**config.mk**
```make
export PLATFORM = sky130hd
export DESIGN_NAME = frame_id_sequence_checker_core
export DESIGN_NICKNAME = d
export VERILOG_FILES = /design/src/hw/rtl/fisc_pkg.sv /design/src/hw/rtl/frame_id_sequence_checker_core.sv /design/src/hw/rtl/fisc_stream_state.sv /design/src/hw/rtl/fisc_check.sv
export SDC_FILE = /design/constraint.sdc
export NUM_CORES = 1
export LEC_CHECK = 0
export BUFFER_PORTS_ARGS = -buffer_cell sky130_fd_sc_hd__buf_2
export CAP_MARGIN = 20
export CORE_AREA = 2 2 217 305
export CTS_BUF_LIST = sky130_fd_sc_hd__clkbuf_8
export CTS_CLUSTER_SIZE = 10
export DETAILED_ROUTE_END_ITERATION = 8
export DIE_AREA = 0 0 219 307
export PLACE_DENSITY = 0.73
export SLEW_MARGIN = 20
export SYNTH_ARGS = -nofsm -noshare
export SYNTH_HDL_FRONTEND = slang
export SYNTH_HIERARCHICAL = 1
export SYNTH_SLANG_ARGS = --single-unit
```
**constraint.sdc**
```tcl
create_clock -name clk -period 7.8 [get_ports clk]
set_input_delay 0 -clock clk [delete_from_list [all_inputs] [get_ports clk]]
set_output_delay 0 -clock clk [all_outputs]
set_load 0.005 [all_outputs]
```
**src/hw/rtl/fisc_pkg.sv**
```systemverilog
// ----------------------------------------------------------------------------
// Frame id sequence checker package
// Shared constants, verdict codes and types of the sequence checker.
// ----------------------------------------------------------------------------
package fisc_pkg;

    // Number of tracked streams; higher stream numbers are unknown.
    localparam int NUM_STREAMS = 3;

    localparam int STREAM_W  = 2;
    localparam int ID_W      = 32;
    localparam int GAP_W     = 31;
    localparam int COUNT_W   = 32;
    localparam int VERDICT_W = 3;

    // Verdict codes.
    localparam logic [VERDICT_W-1:0] VERDICT_FIRST     = 3'd0;
    localparam logic [VERDICT_W-1:0] VERDICT_IN_ORDER  = 3'd1;
    localparam logic [VERDICT_W-1:0] VERDICT_DUPLICATE = 3'd2;
    localparam logic [VERDICT_W-1:0] VERDICT_REORDER   = 3'd3;
    localparam logic [VERDICT_W-1:0] VERDICT_UNKNOWN   = 3'd4;

    // Per-stream tracking state.
    typedef struct packed {
        logic               seen;
        logic [ID_W-1:0]    last_id;
        logic [COUNT_W-1:0] dup_count;
        logic [COUNT_W-1:0] reo_count;
        logic [COUNT_W-1:0] lost_count;
    } stream_entry_t;

    // One result beat.
    typedef struct packed {
        logic                 accept;
        logic [VERDICT_W-1:0] verdict;
        logic [GAP_W-1:0]     gap;
        logic [COUNT_W-1:0]   duplicate_total;
        logic [COUNT_W-1:0]   reorder_total;
        logic [COUNT_W-1:0]   lost_total;
    } result_t;

    // Write-back request from the check logic to the stream state.
    typedef struct packed {
        logic                wr_en;
        logic [STREAM_W-1:0] wr_index;
        stream_entry_t       wr_entry;
    } state_update_t;

endpackage

```
**src/hw/rtl/frame_id_sequence_checker_core.sv**
```systemverilog
// ----------------------------------------------------------------------------
// Frame id sequence checker
// An input beat goes through the input register, then the result register.
// Throughput: one beat per cycle unless out_ready stalls; the check is a
// single read-modify-write of the stream state between the two registers.
// Reset clears all stream state (seen flags, last ids, counters) at once.
// ----------------------------------------------------------------------------
module frame_id_sequence_checker_core (
    input  logic                              clk,
    input  logic                              rst_n,
    input  logic                              in_valid,
    output logic                              in_ready,
    input  logic [fisc_pkg::STREAM_W-1:0]     stream_index,
    input  logic [fisc_pkg::ID_W-1:0]         frame_id,
    output logic                              out_valid,
    input  logic                              out_ready,
    output logic                              accept,
    output logic [fisc_pkg::VERDICT_W-1:0]    verdict,
    output logic [fisc_pkg::GAP_W-1:0]        gap,
    output logic [fisc_pkg::COUNT_W-1:0]      duplicate_total,
    output logic [fisc_pkg::COUNT_W-1:0]      reorder_total,
    output logic [fisc_pkg::COUNT_W-1:0]      lost_total
);
    import fisc_pkg::*;

    logic                s1_valid_reg;
    logic [STREAM_W-1:0] s1_stream_reg;
    logic [ID_W-1:0]     s1_id_reg;
    logic                out_valid_reg;
    result_t             result_reg;

    logic                advance;
    stream_entry_t       rd_entry;
    result_t             result_next;
    state_update_t       update;

    // The checked beat moves to the result register when that is free.
    assign advance  = s1_valid_reg && (!out_valid_reg || out_ready);
    assign in_ready = !s1_valid_reg || advance;

    // Input register.
    always_ff @(posedge clk or negedge rst_n)
    begin
        if (!rst_n)
        begin
            s1_valid_reg <= 1'b0;
        end
        else if (in_ready)
        begin
            s1_valid_reg <= in_valid;
        end
    end

    always_ff @(posedge clk)
    begin
        if (in_valid && in_ready)
        begin
            s1_stream_reg <= stream_index;
            s1_id_reg     <= frame_id;
        end
    end

    fisc_stream_state u_state (
        .clk      (clk),
        .rst_n    (rst_n),
        .rd_index (s1_stream_reg),
        .rd_entry (rd_entry),
        .update   (update)
    );

    fisc_check u_check (
        .fire         (advance),
        .stream_index (s1_stream_reg),
        .frame_id     (s1_id_reg),
        .entry        (rd_entry),
        .result       (result_next),
        .update       (update)
    );

    // Result register.
    always_ff @(posedge clk or negedge rst_n)
    begin
        if (!rst_n)
        begin
            out_valid_reg <= 1'b0;
        end
        else if (advance)
        begin
            out_valid_reg <= 1'b1;
        end
        else if (out_ready)
        begin
            out_valid_reg <= 1'b0;
        end
    end

    always_ff @(posedge clk)
    begin
        if (advance)
        begin
            result_reg <= result_next;
        end
    end

    assign out_valid       = out_valid_reg;
    assign accept          = result_reg.accept;
    assign verdict         = result_reg.verdict;
    assign gap             = result_reg.gap;
    assign duplicate_total = result_reg.duplicate_total;
    assign reorder_total   = result_reg.reorder_total;
    assign lost_total      = result_reg.lost_total;

    // Accept is set exactly for first and in-order verdicts.
    a_accept_verdict: assert property (@(posedge clk) disable iff (!rst_n)
        out_valid |-> (accept == ((verdict == VERDICT_FIRST) ||
                                  (verdict == VERDICT_IN_ORDER))))
        else $error("accept does not match verdict");

    // A nonzero gap only comes with an in-order verdict.
    a_gap_in_order: assert property (@(posedge clk) disable iff (!rst_n)
        (out_valid && (gap != '0)) |-> (verdict == VERDICT_IN_ORDER))
        else $error("gap reported outside an in-order verdict");

    // An unknown stream reports zero totals.
    a_unknown_zero: assert property (@(posedge clk) disable iff (!rst_n)
        (out_valid && (verdict == VERDICT_UNKNOWN)) |->
            ((duplicate_total == '0) && (reorder_total == '0) && (lost_total == '0)))
        else $error("unknown stream reports nonzero totals");

    // A stalled result is never overwritten by the next beat.
    a_no_overwrite: assert property (@(posedge clk) disable iff (!rst_n)
        (out_valid_reg && !out_ready) |-> !advance)
        else $error("result register overwritten while stalled");

endmodule

```
**src/hw/rtl/fisc_stream_state.sv**
```systemverilog
// ----------------------------------------------------------------------------
// Stream state store
// Holds seen flag, last id and the three counters of every stream, with one
// combinational read port and one write port.
// ----------------------------------------------------------------------------
module fisc_stream_state (
    input  logic                    clk,
    input  logic                    rst_n,
    input  logic [fisc_pkg::STREAM_W-1:0] rd_index,
    output fisc_pkg::stream_entry_t rd_entry,
    input  fisc_pkg::state_update_t update
);
    import fisc_pkg::*;

    stream_entry_t entries_reg [NUM_STREAMS];

    // Read the addressed stream; unknown streams read as all zero.
    always_comb
    begin
        rd_entry = '0;
        if (rd_index < STREAM_W'(NUM_STREAMS))
        begin
            rd_entry = entries_reg[rd_index];
        end
    end

    // Write back the updated entry of a known stream.
    always_ff @(posedge clk or negedge rst_n)
    begin
        if (!rst_n)
        begin
            for (int i = 0; i < NUM_STREAMS; i++)
            begin
                entries_reg[i] <= '0;
            end
        end
        else if (update.wr_en)
        begin
            entries_reg[update.wr_index] <= update.wr_entry;
        end
    end

endmodule

```
**src/hw/rtl/fisc_check.sv**
```systemverilog
// ----------------------------------------------------------------------------
// Sequence check logic
// Compares one frame id with its stream's last accepted id using serial
// number arithmetic and forms the result and the state update.
// ----------------------------------------------------------------------------
module fisc_check (
    input  logic                        fire,
    input  logic [fisc_pkg::STREAM_W-1:0] stream_index,
    input  logic [fisc_pkg::ID_W-1:0]   frame_id,
    input  fisc_pkg::stream_entry_t     entry,
    output fisc_pkg::result_t           result,
    output fisc_pkg::state_update_t     update
);
    import fisc_pkg::*;

    logic [ID_W-1:0]    fwd_distance;
    logic [ID_W-1:0]    dist_m1;
    logic               known;
    stream_entry_t      next_entry;

    // Forward distance modulo 2^32.
    assign fwd_distance = frame_id - entry.last_id;
    assign dist_m1      = fwd_distance - ID_W'(1);
    assign known        = (stream_index < STREAM_W'(NUM_STREAMS));

    // Decide the verdict and the new stream entry.
    always_comb
    begin
        next_entry     = entry;
        result         = '0;
        result.verdict = VERDICT_UNKNOWN;
        if (known)
        begin
            if (!entry.seen)
            begin
                next_entry.seen    = 1'b1;
                next_entry.last_id = frame_id;
                result.accept      = 1'b1;
                result.verdict     = VERDICT_FIRST;
            end
            else if (fwd_distance == '0)
            begin
                next_entry.dup_count = entry.dup_count + COUNT_W'(1);
                result.verdict       = VERDICT_DUPLICATE;
            end
            else if (fwd_distance[ID_W-1])
            begin
                next_entry.reo_count = entry.reo_count + COUNT_W'(1);
                result.verdict       = VERDICT_REORDER;
            end
            else
            begin
                next_entry.lost_count = entry.lost_count + COUNT_W'(dist_m1[GAP_W-1:0]);
                next_entry.last_id    = frame_id;
                result.gap            = dist_m1[GAP_W-1:0];
                result.accept         = 1'b1;
                result.verdict        = VERDICT_IN_ORDER;
            end
            result.duplicate_total = next_entry.dup_count;
            result.reorder_total   = next_entry.reo_count;
            result.lost_total      = next_entry.lost_count;
        end
    end

    // Write back only when the beat moves on and the stream is known.
    assign update.wr_en    = fire && known;
    assign update.wr_index = stream_index;
    assign update.wr_entry = next_entry;

endmodule
```
==> Word-level counts from Yosys, hierarchy flattened <==
Cells that the tools add are included.
{ "word_totals": {"ff_bits": 554, "in_bits": 38, "out_inout_bits": 133, "wordCells": 74} }
{ "op_classes": {"n_addsub": 5, "magnitude_cmp": 3, "mux": 23, "bitwise_logic": 3, "reduce_logical": 13} }
{ "op_table": {"columns": ["cell", "n"], "rows": [
  ["$mux W129", 5],
  ["$bwmux W387", 1],
  ["$bmux W129 S2", 1],
  ["$demux W129 S2", 1],
  ["$mux W32", 6],
  ["$mux W96", 1],
  ["$add A32 B1 Y32 const B", 2],
  ["$mux W64", 1],
  ["$add A32 B31 Y32", 1],
  ["$logic_not A32 Y1", 1],
  ["$sub A32 B32 Y32", 1],
  ["$sub A31 B1 Y31 const B", 1],
  ["$logic_and A1 B1 Y1", 4],
  ["$mux W1", 4],
  ["$mux W4", 1],
  ["$reduce_or A4 Y1", 1],
  ["$ge A3 B3 Y1 const B", 1],
  ["$lt A3 B1 Y1 const B", 1],
  ["$mux W3", 1],
  ["$not A2 Y3", 1],
  ["$reduce_or A3 Y1", 1],
  ["$logic_not A1 Y1", 2],
  ["$logic_or A1 B1 Y1", 2],
  ["$lt A2 B2 Y1 const B", 1],
  ["4 further kinds", 5]
]} }

==> Depth between registers and ports, before layout <==
Gate-level depths: netlist (run 1).
{ "depth": {"depth_word": 13, "mapped_depth": 30, "ltp_nobuf": 26} }

==> Modules after synthesis <==
Netlist (run 1), hierarchy kept.
{ "by_module_without_submodules": {"columns": ["mod", "instances", "cells_each", "area_per_inst_um2", "seq_area_each_um2"], "rows": [
  ["fisc_stream_state", 1, 1121, 17051.4, 9684.3],
  ["fisc_check", 1, 1318, 8595.7, 0.0],
  ["frame_id_sequence_checker_core", 1, 173, 5058.6, 5004.8]
]} }

==> Least setup slack after synthesis (run 1) <==
No wires, ideal clock.
{ "synth_timing": {"path_kind": "flip-flop to flip-flop", "start": "register s1_stream_reg[1]", "end": "register u_state/entries_reg[287] in the netlist's numbering", "setup_time_ns": 0.064, "arrival_ns": 6.627, "path_slack_ns": 1.109, "stages_incl_launch_ff": 30, "n_path_buf": 5, "cell_sequence": "edfxtp_1 > buf_2 > buf_4 > buf_2 > mux2i_1 > o2bb2ai_1 > ha_1 > inv_1 > fa_1 > a211oi_1 > o21ai_0 > a221oi_4 > o21bai_1 > xor2_1 > or4_4 > or2_0 > buf_2 > or4b_2 > xnor2_1 > ha_1 > clkbuf_1 > a21oi_1 > nand2_1 > a21oi_1 > a21oi_1 > o31a_1 > and4_1 > a2111oi_0 > mux2_2 > mux2_2"} }
{ "synth_rtl": {"columns": ["element", "line_no", "text"], "rows": [
  ["from (decl)", "frame_id_sequence_checker_core.sv:27", "logic [STREAM_W-1:0] s1_stream_reg;"],
  ["from (signal assigned)", "frame_id_sequence_checker_core.sv:58", "s1_stream_reg <= stream_index;"],
  ["to (signal, indexed assignment)", "fisc_stream_state.sv:39", "entries_reg[update.wr_index] <= update.wr_entry;"],
  ["to (decl)", "fisc_stream_state.sv:15", "stream_entry_t entries_reg [NUM_STREAMS];"]
]} }

==> results of run 1 <==
## through the flow
| stage | hold WS [ps] | util [%] | instance area [um^2] | power, W |
|---|---|---|---|---|
| 2_1_floorplan | -296 | - | 30700 | 0.00726 |
| 3_3_place_gp | 146 | 49.8 | 32200 | 0.00862 |
| 3_5_place_dp | 168 | 49.8 | 32300 | 0.00878 |
| 4_1_cts | 3.15 | 53.5 | 34700 | 0.0112 |
| 5_1_grt | 17.2 | 53.6 | 34700 | 0.0119 |
| 6_report | 40.9 | 53.6 | 34700 | 0.0112 |
## how the worst max path moves through the flow
| stage | startpoint | end |
|---|---|---|
| finish | s1_stream_reg[1]$_DFFE_PP_ | u_state/entries_reg[29]$_DFFE_PN0P_ |
| global route | s1_stream_reg[1]$_DFFE_PP_ | u_state/entries_reg[158]$_DFFE_PN0P_ |
| CTS | s1_stream_reg[1]$_DFFE_PP_ | u_state/entries_reg[159]$_DFFE_PN0P_ |
| detailed placement | s1_stream_reg[1]$_DFFE_PP_ | u_state/entries_reg[159]$_DFFE_PN0P_ |
| global placement | s1_stream_reg[1]$_DFFE_PP_ | u_state/entries_reg[288]$_DFFE_PN0P_ |
| floorplan | s1_stream_reg[1]$_DFFE_PP_ | u_state/entries_reg[287]$_DFFE_PN0P_ |
## cells by family (layout without fill, tap and decap cells)
family          count (synthesis)  in the layout  synth area share [%]
other cells                     0              1                     0
mux                           609            609                  21.7
buf+inv                       221            523                  3.56
flops                         554            554                  47.8
fa+ha+maj                      72             72                  2.98
simple gates                  572            572                  9.51
compound gates                415            415                  9.61
xor+xnor                      169            169                  4.82
## power by group through the flow
| stage | clock, W | combinational [W] | sequential (W) |
|---|---|---|---|
| after floorplan | 0 | 0.00336 | 0.00390 |
| after global placement | 0 | 0.00469 | 0.00393 |
| after detailed placement | 0 | 0.00480 | 0.00398 |
| after CTS | 0.00247 | 0.00485 | 0.00392 |
| after global routing | 0.00260 | 0.00527 | 0.00399 |
| final | 0.00240 | 0.00489 | 0.00392 |
## critical path, stage by stage (launching register included)
cell       delay (ps)
edfxtp_1          510
buf_4             390
mux2i_1           130
o2bb2ai_1         180
inv_1              60
ha_1              380
and4_4            250
or3_4             410
a221oi_4          430
o21bai_1          160
xor2_1            220
or4_4             570
or2_0             380
or4b_2            740
xnor2_1           250
ha_1              360
a21oi_1           270
nand2_1           110
a21oi_1           130
a21oi_1            50
o31a_1            160
and4_1            230
a2111oi_1         470
mux2_2            270
mux2_2            160
## cell type report
cell class,instances,area (um^2),share of cell area (%)
clock inverters,67,393,1.13
flip-flops and latches,554,14700,42.3
well taps,847,1060,3.05
repair buffers,290,2010,5.79
diodes,1,2.50,0.00721
multi-input cells,1837,15000,43.1
clock buffers,95,1310,3.77
inverters,71,268,0.772
## metal layers
layer	GRT usage [%]	routed length [um]	part of all wire [%]
met1	26.6	30900	39
met2	42.1	41100	52
met3	2.95	3000	3.8
met4	14.9	4800	6.0
met5	0	0	0
## cells in the final DEF (no fill, tap or decap), types with 11 or more instances in the layout
cell           count
or3_1             39
dfrtp_1          389
nand3_1           50
o21a_1            14
clkbuf_8          95
mux2_2           449
nor3_1            24
xor2_1            72
dlygate4sd3_1     70
mux2i_1          160
nand4_1           32
buf_4             42
nor4_1            21
o21ai_0           66
nand2b_1          11
edfxtp_1         165
buf_2            169
o211ai_1          13
clkinv_1          12
and3_1            31
a211oi_1          12
xnor2_1           97
clkinv_2          15
a21o_1            25
and2_1            14
a21oi_1           95
o2bb2ai_1        130
nand2_1          117
nor2b_1           32
nor2_1           151
inv_1             98
ha_1              70
## cells in the mapped netlist, types with 6 or more instances
library cell and number:
a211oi_1 12, a21o_1 25, a21oi_1 95, a31oi_1 6, and2_1 15, and3_1 31
buf_2 34, buf_4 37, buf_6 11, clkbuf_1 67, dfrtp_1 389, edfxtp_1 165
ha_1 70, inv_1 70, mux2_2 449, mux2i_1 160, nand2_1 117, nand2b_1 11
nand3_1 50, nand3b_1 6, nand4_1 32, nor2_1 151, nor2b_1 33, nor3_1 25
nor4_1 22, o211ai_1 13, o21a_1 14, o21ai_0 66, o2bb2ai_1 130, o31ai_1 9
or2_2 9, or3_1 39, or4_1 6, xnor2_1 97, xor2_1 72
## repair_timing
item                                    in CTS  in global routing
hold buffers                                70                  0
endpoints found under the setup margin       0                  5
hold endpoints to repair                   192                  0
gates resized for setup                      0                  2
==> results.yml, run 1 <==
flow_run:
  cap_viol_max_count: 0
worst_setup_path:
  rrSetupSlack_ps: 470
  r2r_start: "s1_stream_reg[1]$_DFFE_PP_"
  crit_path_end_kind: "flop"
  worstSetupPathType: "flop to flop"
  rr_endpoint: "u_state/entries_reg[29]$_DFFE_PN0P_"
  ff2ff_path_depth: 24
  cp-start-kind: "flop"
  worstPathArrival_ps: 7960
  crit_fanout: 17
  required_ps: 8430
floorplan:
  die_x_um: 219
  rows: 111
  initial_core_util_pct: 47.4
  core-area_mm2: 0.0647
  die-area_mm2: 0.0672
  die_h_um: 307
  io_pins: 171
drt:
  routedWlPerCell_um: 21.2
  dr.pass1.iters: 6
  routed_via_density: 5.80
  first_iter_violations: 1356
  wl_mm: 79.8
  vias: 21820
  postRouteAntennaNets: 0
  route.detailed.drc: 0
synthesis:
  ys_top_cells_by_area: "dfrtp_1, mux2_2, edfxtp_1"
  async_reset_ff_share_pct: 70.2
  ys_ff_latch: 554
  synth_top_area_cell: "dfrtp_1"
  synth_area_per_cell_um2: 11.8
  synth_cells: 2612
  ys.flop_type: "dfrtp_1"
  seq_area_frac_synth_pct: 47.8
  synth-edff-count: 165
  syn-num-nets: 2722
  syn_area_mm2: 0.0307
  synth_top_area_share_pct: 31.7
  yosysWarningCount: 6
  synth_cell_types: 77
clocking:
  htreeDepth: 3
  cts_inserted_buffers: 87
  cts_setup_buffers: 0
  clk_path_buf_depth: 3
  cts_sinks: 554
  clk_latency_ps: 710
  cts-root-buf: "clkbuf_8"
  cts.clk_slew.worst_paths_ps: 60
  cts_tree: "done"
min_path:
  hold_class: "input pin to flop"
  min_from: "frame_id[4]"
  hold_depth: 2
  min_to: "s1_id_reg[4]$_DFFE_PP_"
final_layout:
  largest_reg_flops: 387
  fill_cells: 5594
  layout.cells.non_filler: 3762
  final_nets: 2951
  syn2layout_area_growth_pct: 13.0
  drive_gt1_share_pct: 28.2
run_status:
  run_status: "completed"
sta:
  hold_violations: 0
  fmax_mhz: 136
  finalSetupViolCount: 0
  finClkSkew_ps: 39.5
  worst_slew_pin_slew_ps: 1080
  slew_viol_final: 0
  max-slew-margin-rel_pct: 27.7
  finalCritPeriodShare_pct: 94.0
  tns_ps: 0
  rsz0062_at_grt: "no"
  fin_crit_ps: 7330
  setup_ws_ps: 471
grt:
  overflow: 0
  grt_pass1_wl_mm: 124
  grt_max_degree: 187
  antenna_found_initial: 1
  track_usage_pct: 23.6
  grt_pass1_vias: 23038
pwr:
  peakVddDrop_mv: 0.166
  clockPowerShare_pct: 21.4
  seqPwrFrac_pct: 35.0
  p_sw_share_pct: 38.7
  p_int_w: 0.00687
  p_sw_w: 0.00434
  cellLeakagePower_nw: 15.5
  power_density_mw_per_mm2: 323
  p_comb_share_pct: 43.6
placed_design:
  port_buffers: 170
  gp_congestion: 0.937
  dp_slack_ps: 482
  dpl.hpwl_mm: 54.3
  dpl.cell_count: 3528
(Power assumes the default switching activity.)
==> run 2, diff against run 1 <==
CTS_BUF_LIST = unset   (was sky130_fd_sc_hd__clkbuf_8)
SLEW_MARGIN = unset   (was 20)
==> results.yml, run 2 (synthesis gave the netlist of run 1 again) <==
drt:
  vias: 21587
  dr.pass1.iters: 5
  postRouteAntennaNets: 0
  routed_via_density: 5.87
  wl_mm: 79.3
  first_iter_violations: 1437
  routedWlPerCell_um: 21.5
  route.detailed.drc: 0
sta:
  finClkSkew_ps: 21.1
  max-slew-margin-rel_pct: 25.8
  worst_slew_pin_slew_ps: 1100
  fmax_mhz: 134
  fin_crit_ps: 7490
  finalSetupViolCount: 0
  finalCritPeriodShare_pct: 96.0
  tns_ps: 0
  hold_violations: 0
  rsz0062_at_grt: "no"
  slew_viol_final: 0
final_layout:
  syn2layout_area_growth_pct: 12.7
  utilization_pct: 53.5
  layout.cells.non_filler: 3680
  final_nets: 2897
  layout_common_cells: "mux2_2, dfrtp_1, buf_2"
  antenna_cells: 0
  layout_commonest_cell: "mux2_2"
  multi_input_area_mm2: 0.0150
  final-seq-area_mm2: 0.0147
  fill_cells: 5492
  largest_reg_flops: 387
  drive_gt1_share_pct: 27.4
worst_setup_path:
  rrSetupSlack_ps: 310
  worstPathArrival_ps: 7990
  cpLargestDelayFamily: "simple AND/OR/NAND/NOR gates"
  cp_slowest_cell: "or4_4"
  crit_path_end_kind: "flop"
  crit_path_max_incr_delay_ps: 560
  cp-start-kind: "flop"
  r2r_start: "s1_stream_reg[1]$_DFFE_PP_"
  rr_endpoint: "u_state/entries_reg[159]$_DFFE_PN0P_"
  crit_buf_inv: 2
  ff2ff_path_depth: 26
  required_ps: 8300
  worstSetupPathType: "flop to flop"
  crit_fanout: 17
placed_design:
  gp_congestion: 0.937
  dpl.cell_count: 3527
  port_buffers: 170
  dpl.hpwl_mm: 54.2
grt:
  antenna_found_initial: 1
  grt_use_met3_pct: 2.73
  busiest_layer: "met2"
  grt_max_degree: 187
  met2_usage_pct: 42.0
  overflow: 0
  grt_util_met1_pct: 26.6
  track_usage_pct: 23.5
  grt_pass1_wl_mm: 123
  grt_pass1_vias: 22635
pwr:
  cellLeakagePower_nw: 15.3
  clockPowerShare_pct: 24.2
  p_int_w: 0.00723
  p_sw_w: 0.00435
  seqPwrFrac_pct: 33.9
  peakVddDrop_mv: 0.194
  power_density_mw_per_mm2: 335
  p_sw_share_pct: 37.6
  p_comb_share_pct: 42.0
clocking:
  htreeDepth: 3
  clk_latency_ps: 620
  cts_sinks: 554
  cts_inserted_buffers: 66
  cts.clk_slew.worst_paths_ps: 60
  cts_setup_buffers: 0
  cts-root-buf: "clkbuf_16"
  cts_tree: "done"
  clk_path_buf_depth: 3
run_status:
  run_status: "completed"
flow_run:
  cap_viol_max_count: 0
floorplan:
  io_pins: 171
  rows: 111
  die-area_mm2: 0.0672
  die_h_um: 307
  initial_core_util_pct: 47.4
  die_x_um: 219
  core-area_mm2: 0.0647
min_path:
  hold_class: "input pin to async pin"
[run 2: cell count changes in the layout (fill, tap and decap cells not counted), moves of 3 or more]
cell           previous run  this run
dlygate4sd3_1            70        38
inv_1                    98        70
buf_6                     4         1
clkinvlp_4                6         1
clkinv_2                 15         3
clkinv_8                  0         3
bufinv_16                 3         0
clkbuf_16                 0        66
clkbuf_8                 95         1
clkinv_1                 12         0
inv_16                    0         3
clkbuf_1                  0        37
[run 2: final cells by class]
type | count | share of cell area, %
multi-input cells | 1837 | 43.2
flip-flops and latches | 554 | 42.4
clock buffers | 104 | 5.21
repair buffers | 257 | 4.88
well taps | 847 | 3.06
inverters | 71 | 0.774
clock inverters | 10 | 0.390
[run 2: how the worst max path moves through the flow]
| stage | slack, ps | end | depth (start not counted) | startpoint |
|---|---|---|---|---|
| CTS | 380 | u_state/entries_reg[159]$_DFFE_PN0P_ | 26 | s1_stream_reg[1]$_DFFE_PP_ |
| global placement | 620 | u_state/entries_reg[288]$_DFFE_PN0P_ | 26 | s1_stream_reg[1]$_DFFE_PP_ |
| finish | 310 | u_state/entries_reg[159]$_DFFE_PN0P_ | 26 | s1_stream_reg[1]$_DFFE_PP_ |
| detailed placement | 400 | u_state/entries_reg[159]$_DFFE_PN0P_ | 26 | s1_stream_reg[1]$_DFFE_PP_ |
| floorplan | 1110 | u_state/entries_reg[287]$_DFFE_PN0P_ | 29 | s1_stream_reg[1]$_DFFE_PP_ |
| global route | 10 | u_state/entries_reg[159]$_DFFE_PN0P_ | 26 | s1_stream_reg[1]$_DFFE_PP_ |
[run 2: per-stage QoR]
step	area [um^2]	hold slack [ps]	worst slack [ps]	total power (W)
after floorplan	30700	-296	1110	0.00726
after global placement	32200	146	624	0.00862
after detailed placement	32300	167	404	0.00878
after CTS	34600	51.3	382	0.0116
after global routing	34600	85.7	9.59	0.0122
final	34600	88.2	313	0.0116
[run 2: what timing repair did]
item / CTS / global route
endpoints found under the hold margin: 192 / 0
setup endpoints to repair: 0 / 3
hold buffers: 38 / 0
resized for setup: 0 / 1
[run 2: power by group through the flow]
| stage | Clock [W] | Combinational [W] | Sequential [W] |
|---|---|---|---|
| 2_1_floorplan | 0 | 0.00336 | 0.00390 |
| 3_3_place_gp | 0 | 0.00469 | 0.00393 |
| 3_5_place_dp | 0 | 0.00481 | 0.00397 |
| 4_1_cts | 0.00288 | 0.00484 | 0.00392 |
| 5_1_grt | 0.00300 | 0.00526 | 0.00398 |
| 6_report | 0.00280 | 0.00486 | 0.00392 |
[run 2: metal layers]
metal	wire, um	vias up	part of all wire (%)
met2	40900	563	52
met1	30800	10878	39
met4	4540	2	5.7
met5	14	-	0.018
li1	-	9931	-
met3	2950	213	3.7
